$ cat config.mk
export PLATFORM = sky130hd
export DESIGN_NAME = array_list_engine
export DESIGN_NICKNAME = d
export VERILOG_FILES = /design/src/sv/alc_pkg.sv /design/src/sv/alc_ram.sv /design/src/sv/array_list_engine.sv
export SDC_FILE = /design/constraint.sdc
export NUM_CORES = 2
export LEC_CHECK = 0
export BUFFER_PORTS_ARGS = -buffer_cell sky130_fd_sc_hd__buf_2
export CORE_ASPECT_RATIO = 1.25
export CORE_UTILIZATION = 30
export CTS_CLUSTER_DIAMETER = 50
export DETAILED_ROUTE_END_ITERATION = 8
export HOLD_SLACK_MARGIN = 0.03
export PLACE_DENSITY_LB_ADDON = 0.1
export SLEW_MARGIN = 15
export SYNTH_ARGS = -nofsm -noshare
export SYNTH_HDL_FRONTEND = slang
export SYNTH_SLANG_ARGS = --single-unit
$ cat constraint.sdc
create_clock -name i_clk -period 7.7 [get_ports i_clk]
set_input_delay 1.155 -clock i_clk [delete_from_list [all_inputs] [get_ports i_clk]]
set_output_delay 1.155 -clock i_clk [all_outputs]
set_load 0.03 [all_outputs]
$ cat src/sv/alc_pkg.sv
`timescale 1ns / 1ps

package alc_pkg;

    // request kinds as they arrive on the command port
    typedef enum logic [2:0] {
        K_READ    = 3'd0,
        K_FIND    = 3'd1,
        K_INSERT  = 3'd2,
        K_DELETE  = 3'd3,
        K_REPLACE = 3'd4
    } t_kind;

    // result status codes
    typedef enum logic [1:0] {
        ST_OK       = 2'd0,
        ST_BADPOS   = 2'd1,
        ST_FULL     = 2'd2,
        ST_NOTFOUND = 2'd3
    } t_status;

    localparam int POS_BITS  = 7;
    localparam int VAL_BITS  = 32;
    localparam int FPOS_BITS = 6;

endpackage

$ cat src/sv/alc_ram.sv
`timescale 1ns / 1ps

module alc_ram #(
    parameter int W     = 32,
    parameter int DEPTH = 64,
    localparam int AW   = $clog2(DEPTH)
) (
    input  logic          i_clk,
    input  logic          i_we,
    input  logic [AW-1:0] i_waddr,
    input  logic [W-1:0]  i_wdata,
    input  logic [AW-1:0] i_raddr,
    output logic [W-1:0]  o_rdata
);

    logic [W-1:0] r_mem [DEPTH];
    logic [W-1:0] r_rdata;

    always_ff @(posedge i_clk) begin
        if (i_we) begin
            r_mem[i_waddr] <= i_wdata;
        end
        r_rdata <= r_mem[i_raddr];
    end

    assign o_rdata = r_rdata;

endmodule

$ cat src/sv/array_list_engine.sv
`timescale 1ns / 1ps

// channel   | direction | handshake            | payload
// ----------+-----------+----------------------+------------------------------------------
// command   | in        | start high, busy low | i_kind, i_position, i_value
// result    | out       | o_strobe, one cycle  | o_status, o_read_value, o_found_position,
//           |           |                      | o_count_after
//
// one result per command, strobed the cycle after the command finishes; replace and
// errors answer without a walk, read takes one ram read, find walks from the front,
// insert and delete walk between the position and the length, insert at the length
// itself walks nothing; the walks go one entry per cycle through the element ram
// reset clears the length and the control state; the element ram is not cleared
// the receiver cannot stall: a new command may be taken in the strobe cycle itself

module array_list_engine #(
    parameter int CAPACITY  = 64,
    parameter int ELEM_BITS = 32
) (
    input  logic                  i_clk,
    input  logic                  i_rst_n,
    input  logic                  start,
    output logic                  busy,
    input  logic [2:0]            i_kind,
    input  logic [6:0]            i_position,
    input  logic [31:0]           i_value,
    output logic                  o_strobe,
    output alc_pkg::t_status      o_status,
    output logic [31:0]           o_read_value,
    output logic [5:0]            o_found_position,
    output logic [6:0]            o_count_after
);

    import alc_pkg::*;

    localparam int AW = $clog2(CAPACITY);
    localparam int LW = $clog2(CAPACITY + 1);
    // common width for comparing a position with the length
    localparam int CW = (LW > POS_BITS) ? LW : POS_BITS;

    typedef enum logic [2:0] {
        S_IDLE,
        S_READ,
        S_FIND,
        S_INS,
        S_DEL
    } t_state;

    // sequencer state
    t_state             r_state, n_state;
    logic [LW-1:0]      r_len, n_len;       // list length
    logic [LW-1:0]      r_ptr, n_ptr;       // next entry to read
    logic [LW-1:0]      r_pos, n_pos;       // latched request position
    logic               r_pv, n_pv;         // a ram read is in flight
    logic [AW-1:0]      r_paddr, n_paddr;   // address of the read in flight
    logic [ELEM_BITS-1:0] r_val, n_val;     // latched request value

    // result register
    logic               r_strobe, n_strobe;
    t_status            r_status, n_status;
    logic [ELEM_BITS-1:0] r_rd, n_rd;
    logic [AW-1:0]      r_fpos, n_fpos;

    // ram port
    logic               w_we;
    logic [AW-1:0]      w_waddr;
    logic [ELEM_BITS-1:0] w_wdata;
    logic [AW-1:0]      w_raddr;
    logic [ELEM_BITS-1:0] w_q;

    logic               w_accept;
    logic [CW-1:0]      w_pos_c;
    logic [CW-1:0]      w_len_c;
    logic               w_pos_in;           // position names a stored element
    logic [ELEM_BITS+VAL_BITS-1:0] w_val_ext;
    logic [ELEM_BITS-1:0] w_val;
    logic [LW-1:0]      w_ptr_dec;
    logic [LW-1:0]      w_len_dec;

    assign w_accept  = start && !busy;
    assign w_pos_c   = CW'(i_position);
    assign w_len_c   = CW'(r_len);
    assign w_pos_in  = w_pos_c < w_len_c;
    // value masked to the element width, zero above 32 bits
    assign w_val_ext = {{ELEM_BITS{1'b0}}, i_value};
    assign w_val     = w_val_ext[ELEM_BITS-1:0];
    assign w_ptr_dec = r_ptr - LW'(1);
    assign w_len_dec = r_len - LW'(1);

    alc_ram #(
        .W     (ELEM_BITS),
        .DEPTH (CAPACITY)
    ) u_ram (
        .i_clk   (i_clk),
        .i_we    (w_we),
        .i_waddr (w_waddr),
        .i_wdata (w_wdata),
        .i_raddr (w_raddr),
        .o_rdata (w_q)
    );

    // read-modify-write sequencer
    // the shift loops read one entry and write it one place over in the next cycle;
    // the read and the write in any one cycle are always at least two entries
    // apart, so no forwarding is needed
    always_comb begin
        n_state  = r_state;
        n_len    = r_len;
        n_ptr    = r_ptr;
        n_pos    = r_pos;
        n_pv     = 1'b0;
        n_paddr  = r_paddr;
        n_val    = r_val;
        n_strobe = 1'b0;
        n_status = r_status;
        n_rd     = r_rd;
        n_fpos   = r_fpos;
        w_we     = 1'b0;
        w_waddr  = '0;
        w_wdata  = '0;
        w_raddr  = r_ptr[AW-1:0];

        unique case (r_state)
            S_IDLE: begin
                w_raddr = w_pos_c[AW-1:0];
                if (w_accept) begin
                    n_val    = w_val;
                    n_pos    = w_pos_c[LW-1:0];
                    n_rd     = '0;
                    n_fpos   = '0;
                    n_status = ST_BADPOS;
                    unique case (i_kind)
                        K_READ: begin
                            if (w_pos_in) begin
                                n_state = S_READ;
                            end else begin
                                n_strobe = 1'b1;
                            end
                        end
                        K_FIND: begin
                            if (r_len == '0) begin
                                n_status = ST_NOTFOUND;
                                n_strobe = 1'b1;
                            end else begin
                                n_ptr   = '0;
                                n_state = S_FIND;
                            end
                        end
                        K_INSERT: begin
                            // full takes precedence over a bad position
                            if (r_len == LW'(CAPACITY)) begin
                                n_status = ST_FULL;
                                n_strobe = 1'b1;
                            end else if (w_pos_c > w_len_c) begin
                                n_strobe = 1'b1;
                            end else begin
                                n_ptr   = r_len;
                                n_state = S_INS;
                            end
                        end
                        K_DELETE: begin
                            if (w_pos_in) begin
                                n_ptr   = w_pos_c[LW-1:0];
                                n_state = S_DEL;
                            end else begin
                                n_strobe = 1'b1;
                            end
                        end
                        K_REPLACE: begin
                            // written straight away, no read needed
                            if (w_pos_in) begin
                                w_we     = 1'b1;
                                w_waddr  = w_pos_c[AW-1:0];
                                w_wdata  = w_val;
                                n_status = ST_OK;
                            end
                            n_strobe = 1'b1;
                        end
                        default: begin
                            // unused kinds change nothing
                            n_strobe = 1'b1;
                        end
                    endcase
                end
            end

            S_READ: begin
                n_rd     = w_q;
                n_status = ST_OK;
                n_strobe = 1'b1;
                n_state  = S_IDLE;
            end

            S_FIND: begin
                w_raddr = r_ptr[AW-1:0];
                priority if (r_pv && w_q == r_val) begin
                    n_status = ST_OK;
                    n_fpos   = r_paddr;
                    n_strobe = 1'b1;
                    n_state  = S_IDLE;
                end else if (r_pv && LW'(r_paddr) == w_len_dec) begin
                    n_status = ST_NOTFOUND;
                    n_strobe = 1'b1;
                    n_state  = S_IDLE;
                end else if (r_ptr < r_len) begin
                    n_pv    = 1'b1;
                    n_paddr = r_ptr[AW-1:0];
                    n_ptr   = r_ptr + LW'(1);
                end else begin
                    n_pv = 1'b0;
                end
            end

            S_INS: begin
                // walk down from the top, moving each entry up one place
                w_raddr = w_ptr_dec[AW-1:0];
                if (r_pv) begin
                    w_we    = 1'b1;
                    w_waddr = r_paddr + AW'(1);
                    w_wdata = w_q;
                end else if (r_ptr == r_pos) begin
                    w_we     = 1'b1;
                    w_waddr  = r_pos[AW-1:0];
                    w_wdata  = r_val;
                    n_len    = r_len + LW'(1);
                    n_status = ST_OK;
                    n_strobe = 1'b1;
                    n_state  = S_IDLE;
                end
                if (r_ptr > r_pos) begin
                    n_pv    = 1'b1;
                    n_paddr = w_ptr_dec[AW-1:0];
                    n_ptr   = w_ptr_dec;
                end
            end

            S_DEL: begin
                // first read captures the removed element, the rest move down
                w_raddr = r_ptr[AW-1:0];
                if (r_pv) begin
                    if (r_paddr == r_pos[AW-1:0]) begin
                        n_rd = w_q;
                    end else begin
                        w_we    = 1'b1;
                        w_waddr = r_paddr - AW'(1);
                        w_wdata = w_q;
                    end
                end
                if (r_ptr < r_len) begin
                    n_pv    = 1'b1;
                    n_paddr = r_ptr[AW-1:0];
                    n_ptr   = r_ptr + LW'(1);
                end else if (!r_pv) begin
                    n_len    = w_len_dec;
                    n_status = ST_OK;
                    n_strobe = 1'b1;
                    n_state  = S_IDLE;
                end
            end

            default: begin
                n_state = S_IDLE;
            end
        endcase
    end

    always_ff @(posedge i_clk) begin
        if (!i_rst_n) begin
            r_state  <= S_IDLE;
            r_len    <= '0;
            r_pv     <= 1'b0;
            r_strobe <= 1'b0;
        end else begin
            r_state  <= n_state;
            r_len    <= n_len;
            r_pv     <= n_pv;
            r_strobe <= n_strobe;
        end
        r_ptr    <= n_ptr;
        r_pos    <= n_pos;
        r_paddr  <= n_paddr;
        r_val    <= n_val;
        r_status <= n_status;
        r_rd     <= n_rd;
        r_fpos   <= n_fpos;
    end

    logic [ELEM_BITS+VAL_BITS-1:0] w_rd_ext;
    logic [AW+FPOS_BITS-1:0]       w_fpos_ext;
    logic [LW+POS_BITS-1:0]        w_cnt_ext;

    assign w_rd_ext   = {{VAL_BITS{1'b0}}, r_rd};
    assign w_fpos_ext = {{FPOS_BITS{1'b0}}, r_fpos};
    assign w_cnt_ext  = {{POS_BITS{1'b0}}, r_len};

    assign busy             = (r_state != S_IDLE);
    assign o_strobe         = r_strobe;
    assign o_status         = r_status;
    assign o_read_value     = w_rd_ext[VAL_BITS-1:0];
    assign o_found_position = w_fpos_ext[FPOS_BITS-1:0];
    assign o_count_after    = w_cnt_ext[POS_BITS-1:0];

    // a result is only ever strobed once the sequencer is back at rest
    a_strobe_idle: assert property (@(posedge i_clk) disable iff (!i_rst_n)
        o_strobe |-> !busy)
        else $error("result strobed while busy");

    // every accepted command either answers at once or starts a walk
    a_accept_moves: assert property (@(posedge i_clk) disable iff (!i_rst_n)
        w_accept |=> (o_strobe || busy))
        else $error("accepted command neither answered nor started");

    // no result appears without a command behind it
    a_no_spurious: assert property (@(posedge i_clk) disable iff (!i_rst_n)
        (!busy && !start) |=> !o_strobe)
        else $error("result without a command");

    // the length only changes together with a result transfer
    a_len_with_strobe: assert property (@(posedge i_clk) disable iff (!i_rst_n)
        ($past(i_rst_n) && !$stable(r_len)) |-> o_strobe)
        else $error("length changed without a result");

    a_len_bound: assert property (@(posedge i_clk) disable iff (!i_rst_n)
        r_len <= LW'(CAPACITY))
        else $error("length beyond capacity");

endmodule

==> implementation parameters <==
Parameter                              Value

Setup path
  Capture point of the worst reg-to-reg path    u_ram.o_rdata[7]
  CP Capture Type    register
  Worst EP arrival    6.44 ns
  Worst r2r path cells    12
  Category of the most critical setup path    register to register
  Cell with the largest stage delay on the worst path    sky130_fd_sc_hd__a311oi_1
  Slack of the worst reg-to-reg path    2.04 ns
  Largest delay share family, worst path    compound AO/OA/AOI/OAI gates
  Buffering stage count on the worst path with inverters included    3
  Maximum fanout encountered on the critical timing path    56
  Reg-to-reg startpoint    r_state[1]
  Sort of element at the start of the critical path    register
  CP required    8.47 ns
  Delay of the slowest cell on the worst path    0.95 ns
  Cells along the critical path    nand3b_4 > inv_2 > buf_4 > ha_1 > a211o_4 > nand2_8 > buf_4 > a211oi_1 > a311oi_1 > a311oi_1 > a211oi_1 > or4_1

STA
  Post-route clock period utilization    73.53%
  Max Fclk    176.6 MHz
  Final Slew Violations    0
  Max_slew headroom    16.12%
  Clock period minus worst slack    5.662 ns
  Transition time at the pin with the least slew margin    1.258 ns
  Number of hold violations in the final report    0
  Worst-case clock skew    0.08430 ns
  Setup repair after global routing missed its margin    no
  Worst hold slack across all endpoints    0.4354 ns
  Setup violation total in the final timing report    0
  Setup tns final    0 ns
  Final worst setup slack    2.038 ns

Final layout
  Leading cell types in the layout, fill and taps excluded    sky130_fd_sc_hd__edfxtp_1 (2140), sky130_fd_sc_hd__nand2_1 (1029), sky130_fd_sc_hd__nand3_1 (302)
  Leading cell type in the layout, fill and taps excluded    sky130_fd_sc_hd__edfxtp_1
  Fraction of final layout cells with drive strength greater than 1    15.62%
  Area Overhead vs Synth    15.95%
  Filler instances    27727
  Net count, final    6047

GRT
  Remaining global-route overflow    0
  Pin count of the biggest net entering global routing    115
  Antenna violations before repair    25
  Vias in the first global route    52772
  Total routing resource utilization after global routing    22.07%
  Global-route wire length before repair    452800 um

CTS
  Clock tree from TritonCTS    done
  Maximum buffer depth of the clock tree    4
  Clock transition at path regs    0.06 ns
  Clock root buffer    sky130_fd_sc_hd__clkbuf_16
  Maximum level of the CTS H-tree    4
  Post-CTS Resized    0
  Number of buffers created by CTS    247
  # clock sinks    2184
  Post-CTS Hold Buffers    0
  Clk_lat worst skew    0.91 ns
  Post-CTS setup buffer count    0

Logic synthesis
  Async S/R FF share, synth    0%
  Post-synth EDFFs    2140
  Post-Synthesis Mean Instance Area    15.18 um2
  Post-synthesis cell area    87500 um2
  Biggest area consumer among synthesized cells    sky130_fd_sc_hd__edfxtp_1
  #FFs+latches synth    2184
  Cells taking the most area after synthesis    sky130_fd_sc_hd__edfxtp_1 (73%), sky130_fd_sc_hd__nand2_1 (4.4%), sky130_fd_sc_hd__mux4_2 (2.2%)
  Sequential fraction of the synthesis area    74.45%
  Netlist cell types    92
  Area fraction of the dominant cell type after synthesis    73.44%
  Net count after synthesis    5837
  Count of warnings emitted by yosys    0
  Synthesized netlist cell count    5765
  Main synth FF type    sky130_fd_sc_hd__edfxtp_1

Min path
  Hold worst-path end    r_val[29]
  Number of instances on the worst hold path    1
  Path category of the worst min-delay check    input port to register
  Worst min-delay path startpoint    i_value[29]

Power
  Static leakage power    32.58 nW
  Worst vdd rail ir drop    0.0002377 V
  Power per cell area    261.9 nW/um2

Route
  Average vias per placed instance    5.365
  DR WL/cell    33.17 um
  1st-pass router iterations    8
  Drt total wl    330800 um
  Iteration-0 DRC count of the detailed router    4922
  Detailed-route via count    53513
  Number of routed nets with antenna violations    0
  DRC violations left    0

Outcome
  Run status    finished, final reports clean

Floorplanning
  Number of top-level design ports    94
  Y dimension of the die    605.8 um
  Horizontal die dimension    485.1 um
  Initial cell density of the core    30.17%
  Rows    221
  Die footprint    293800 um2
  Core box area    290100 um2

Place
  Buffers added on ports    93
  DP HPWL    202200 um
  Placer's final routability congestion estimate    0.8374
  DP Worst Slack    1.417 ns

Job
  Max capacitance violation total    0
where the power goes:
part / switching, W / internal [W] / total, W / leakage, nW
logic: 0.00139 / 0.000521 / 0.00192 / 10.5
clock network: 0.00497 / 0.00660 / 0.0116 / 3.79
registers: 0.000123 / 0.0130 / 0.0131 / 18.3
total: 0.00649 / 0.0201 / 0.0266 / 32.6
worst max path at each step:
stage	from	endpoint	slack (ns)	depth (start not counted)
detailed placement	i_position[1]	u_ram.r_mem[45][0]	1.42	11
CTS	r_state[1]	u_ram.o_rdata[7]	2.06	12
global route	o_count_after[1]	u_ram.r_mem[39][25]	1.78	11
global placement	i_position[1]	u_ram.r_mem[53][31]	1.43	11
finish	r_state[1]	u_ram.o_rdata[7]	2.04	12
floorplan	i_position[1]	u_ram.r_mem[37][0]	0.76	12
final cells by class:
class                   instances  area, um2  area share (%)
diodes                         12      30.03         0.02960
clock buffers                 305       6490           6.397
clock inverters               140       1279           1.260
inverters                      58      237.7          0.2343
multi-input cells            3127      20630           20.34
flip-flops and latches       2184      65140           64.21
well taps                    3791       4743           4.675
repair buffers                357       2902           2.860
Yosys cell counts, types with 21 or more instances:
| master | number |
|---|---|
| sky130_fd_sc_hd__a211oi_1 | 165 |
| sky130_fd_sc_hd__a21oi_1 | 143 |
| sky130_fd_sc_hd__a221oi_1 | 47 |
| sky130_fd_sc_hd__a222oi_1 | 34 |
| sky130_fd_sc_hd__a22o_1 | 25 |
| sky130_fd_sc_hd__a22oi_1 | 25 |
| sky130_fd_sc_hd__a311oi_1 | 92 |
| sky130_fd_sc_hd__a31oi_1 | 123 |
| sky130_fd_sc_hd__a32oi_1 | 98 |
| sky130_fd_sc_hd__and2_1 | 71 |
| sky130_fd_sc_hd__and3_1 | 155 |
| sky130_fd_sc_hd__buf_1 | 25 |
| sky130_fd_sc_hd__buf_2 | 172 |
| sky130_fd_sc_hd__buf_4 | 21 |
| sky130_fd_sc_hd__buf_6 | 21 |
| sky130_fd_sc_hd__clkbuf_1 | 150 |
| sky130_fd_sc_hd__dfxtp_1 | 44 |
| sky130_fd_sc_hd__edfxtp_1 | 2140 |
| sky130_fd_sc_hd__ha_1 | 27 |
| sky130_fd_sc_hd__inv_1 | 56 |
| sky130_fd_sc_hd__mux2i_1 | 168 |
| sky130_fd_sc_hd__mux4_2 | 84 |
| sky130_fd_sc_hd__nand2_1 | 1031 |
| sky130_fd_sc_hd__nand3_1 | 302 |
| sky130_fd_sc_hd__nand4_1 | 34 |
| sky130_fd_sc_hd__nor2_1 | 68 |
| sky130_fd_sc_hd__nor2b_1 | 21 |
| sky130_fd_sc_hd__nor3_1 | 41 |
| sky130_fd_sc_hd__o211ai_1 | 34 |
| sky130_fd_sc_hd__o21ai_0 | 44 |
| sky130_fd_sc_hd__o22ai_1 | 22 |
| sky130_fd_sc_hd__xor2_1 | 43 |
worst reg2reg max path, delay by kind of cell (launching register included):
family | cells | cell delay [ns]
simple gates | 3 | 1.37
buf+inv | 3 | 1.18
fa+ha+maj | 1 | 0.36
compound gates | 5 | 1.85
flops | 1 | 0.77
registers in the layout (all words and copies together) (netlist names):
register,cells
r_pv,1
o_status,2
r_state,3
o_found_position,6
u_ram.o_rdata,32
o_strobe,1
r_val,32
u_ram.r_mem,2048
r_pos,7
r_paddr,6
r_ptr,7
o_count_after,7
o_read_value,32
cell families (layout without fill, tap and decap cells):
logic type / Yosys count / in the layout / share of synthesized area (%)
flops: 2184 / 2184 / 74.45
simple gates: 1804 / 1804 / 9.425
compound gates: 962 / 962 / 8.201
buf+inv: 454 / 860 / 2.582
mux: 271 / 271 / 4.328
xor+xnor: 63 / 63 / 0.6306
fa+ha+maj: 27 / 27 / 0.3861
other cells: 0 / 12 / 0
stage by stage:
stage	total power (W)	area, um2	utilization [%]	instances
after floorplan	0.01427	87500	-	5765
after global placement	0.01526	93590	32.27	9515
after detailed placement	0.01526	93650	32.29	9517
after CTS	0.02683	101400	34.97	9962
after global routing	0.02731	101400	34.97	9964
final	0.02657	101500	34.98	9974
layer usage:
layer	vias to the layer above	wire length, um	global-route usage (%)
li1	23004	-	-
met1	28544	141700	29.13
met2	1565	163900	38.17
met3	396	16260	2.707
met4	4	8960	5.755
met5	-	36	0
Power figures use the tool's default switching activity.
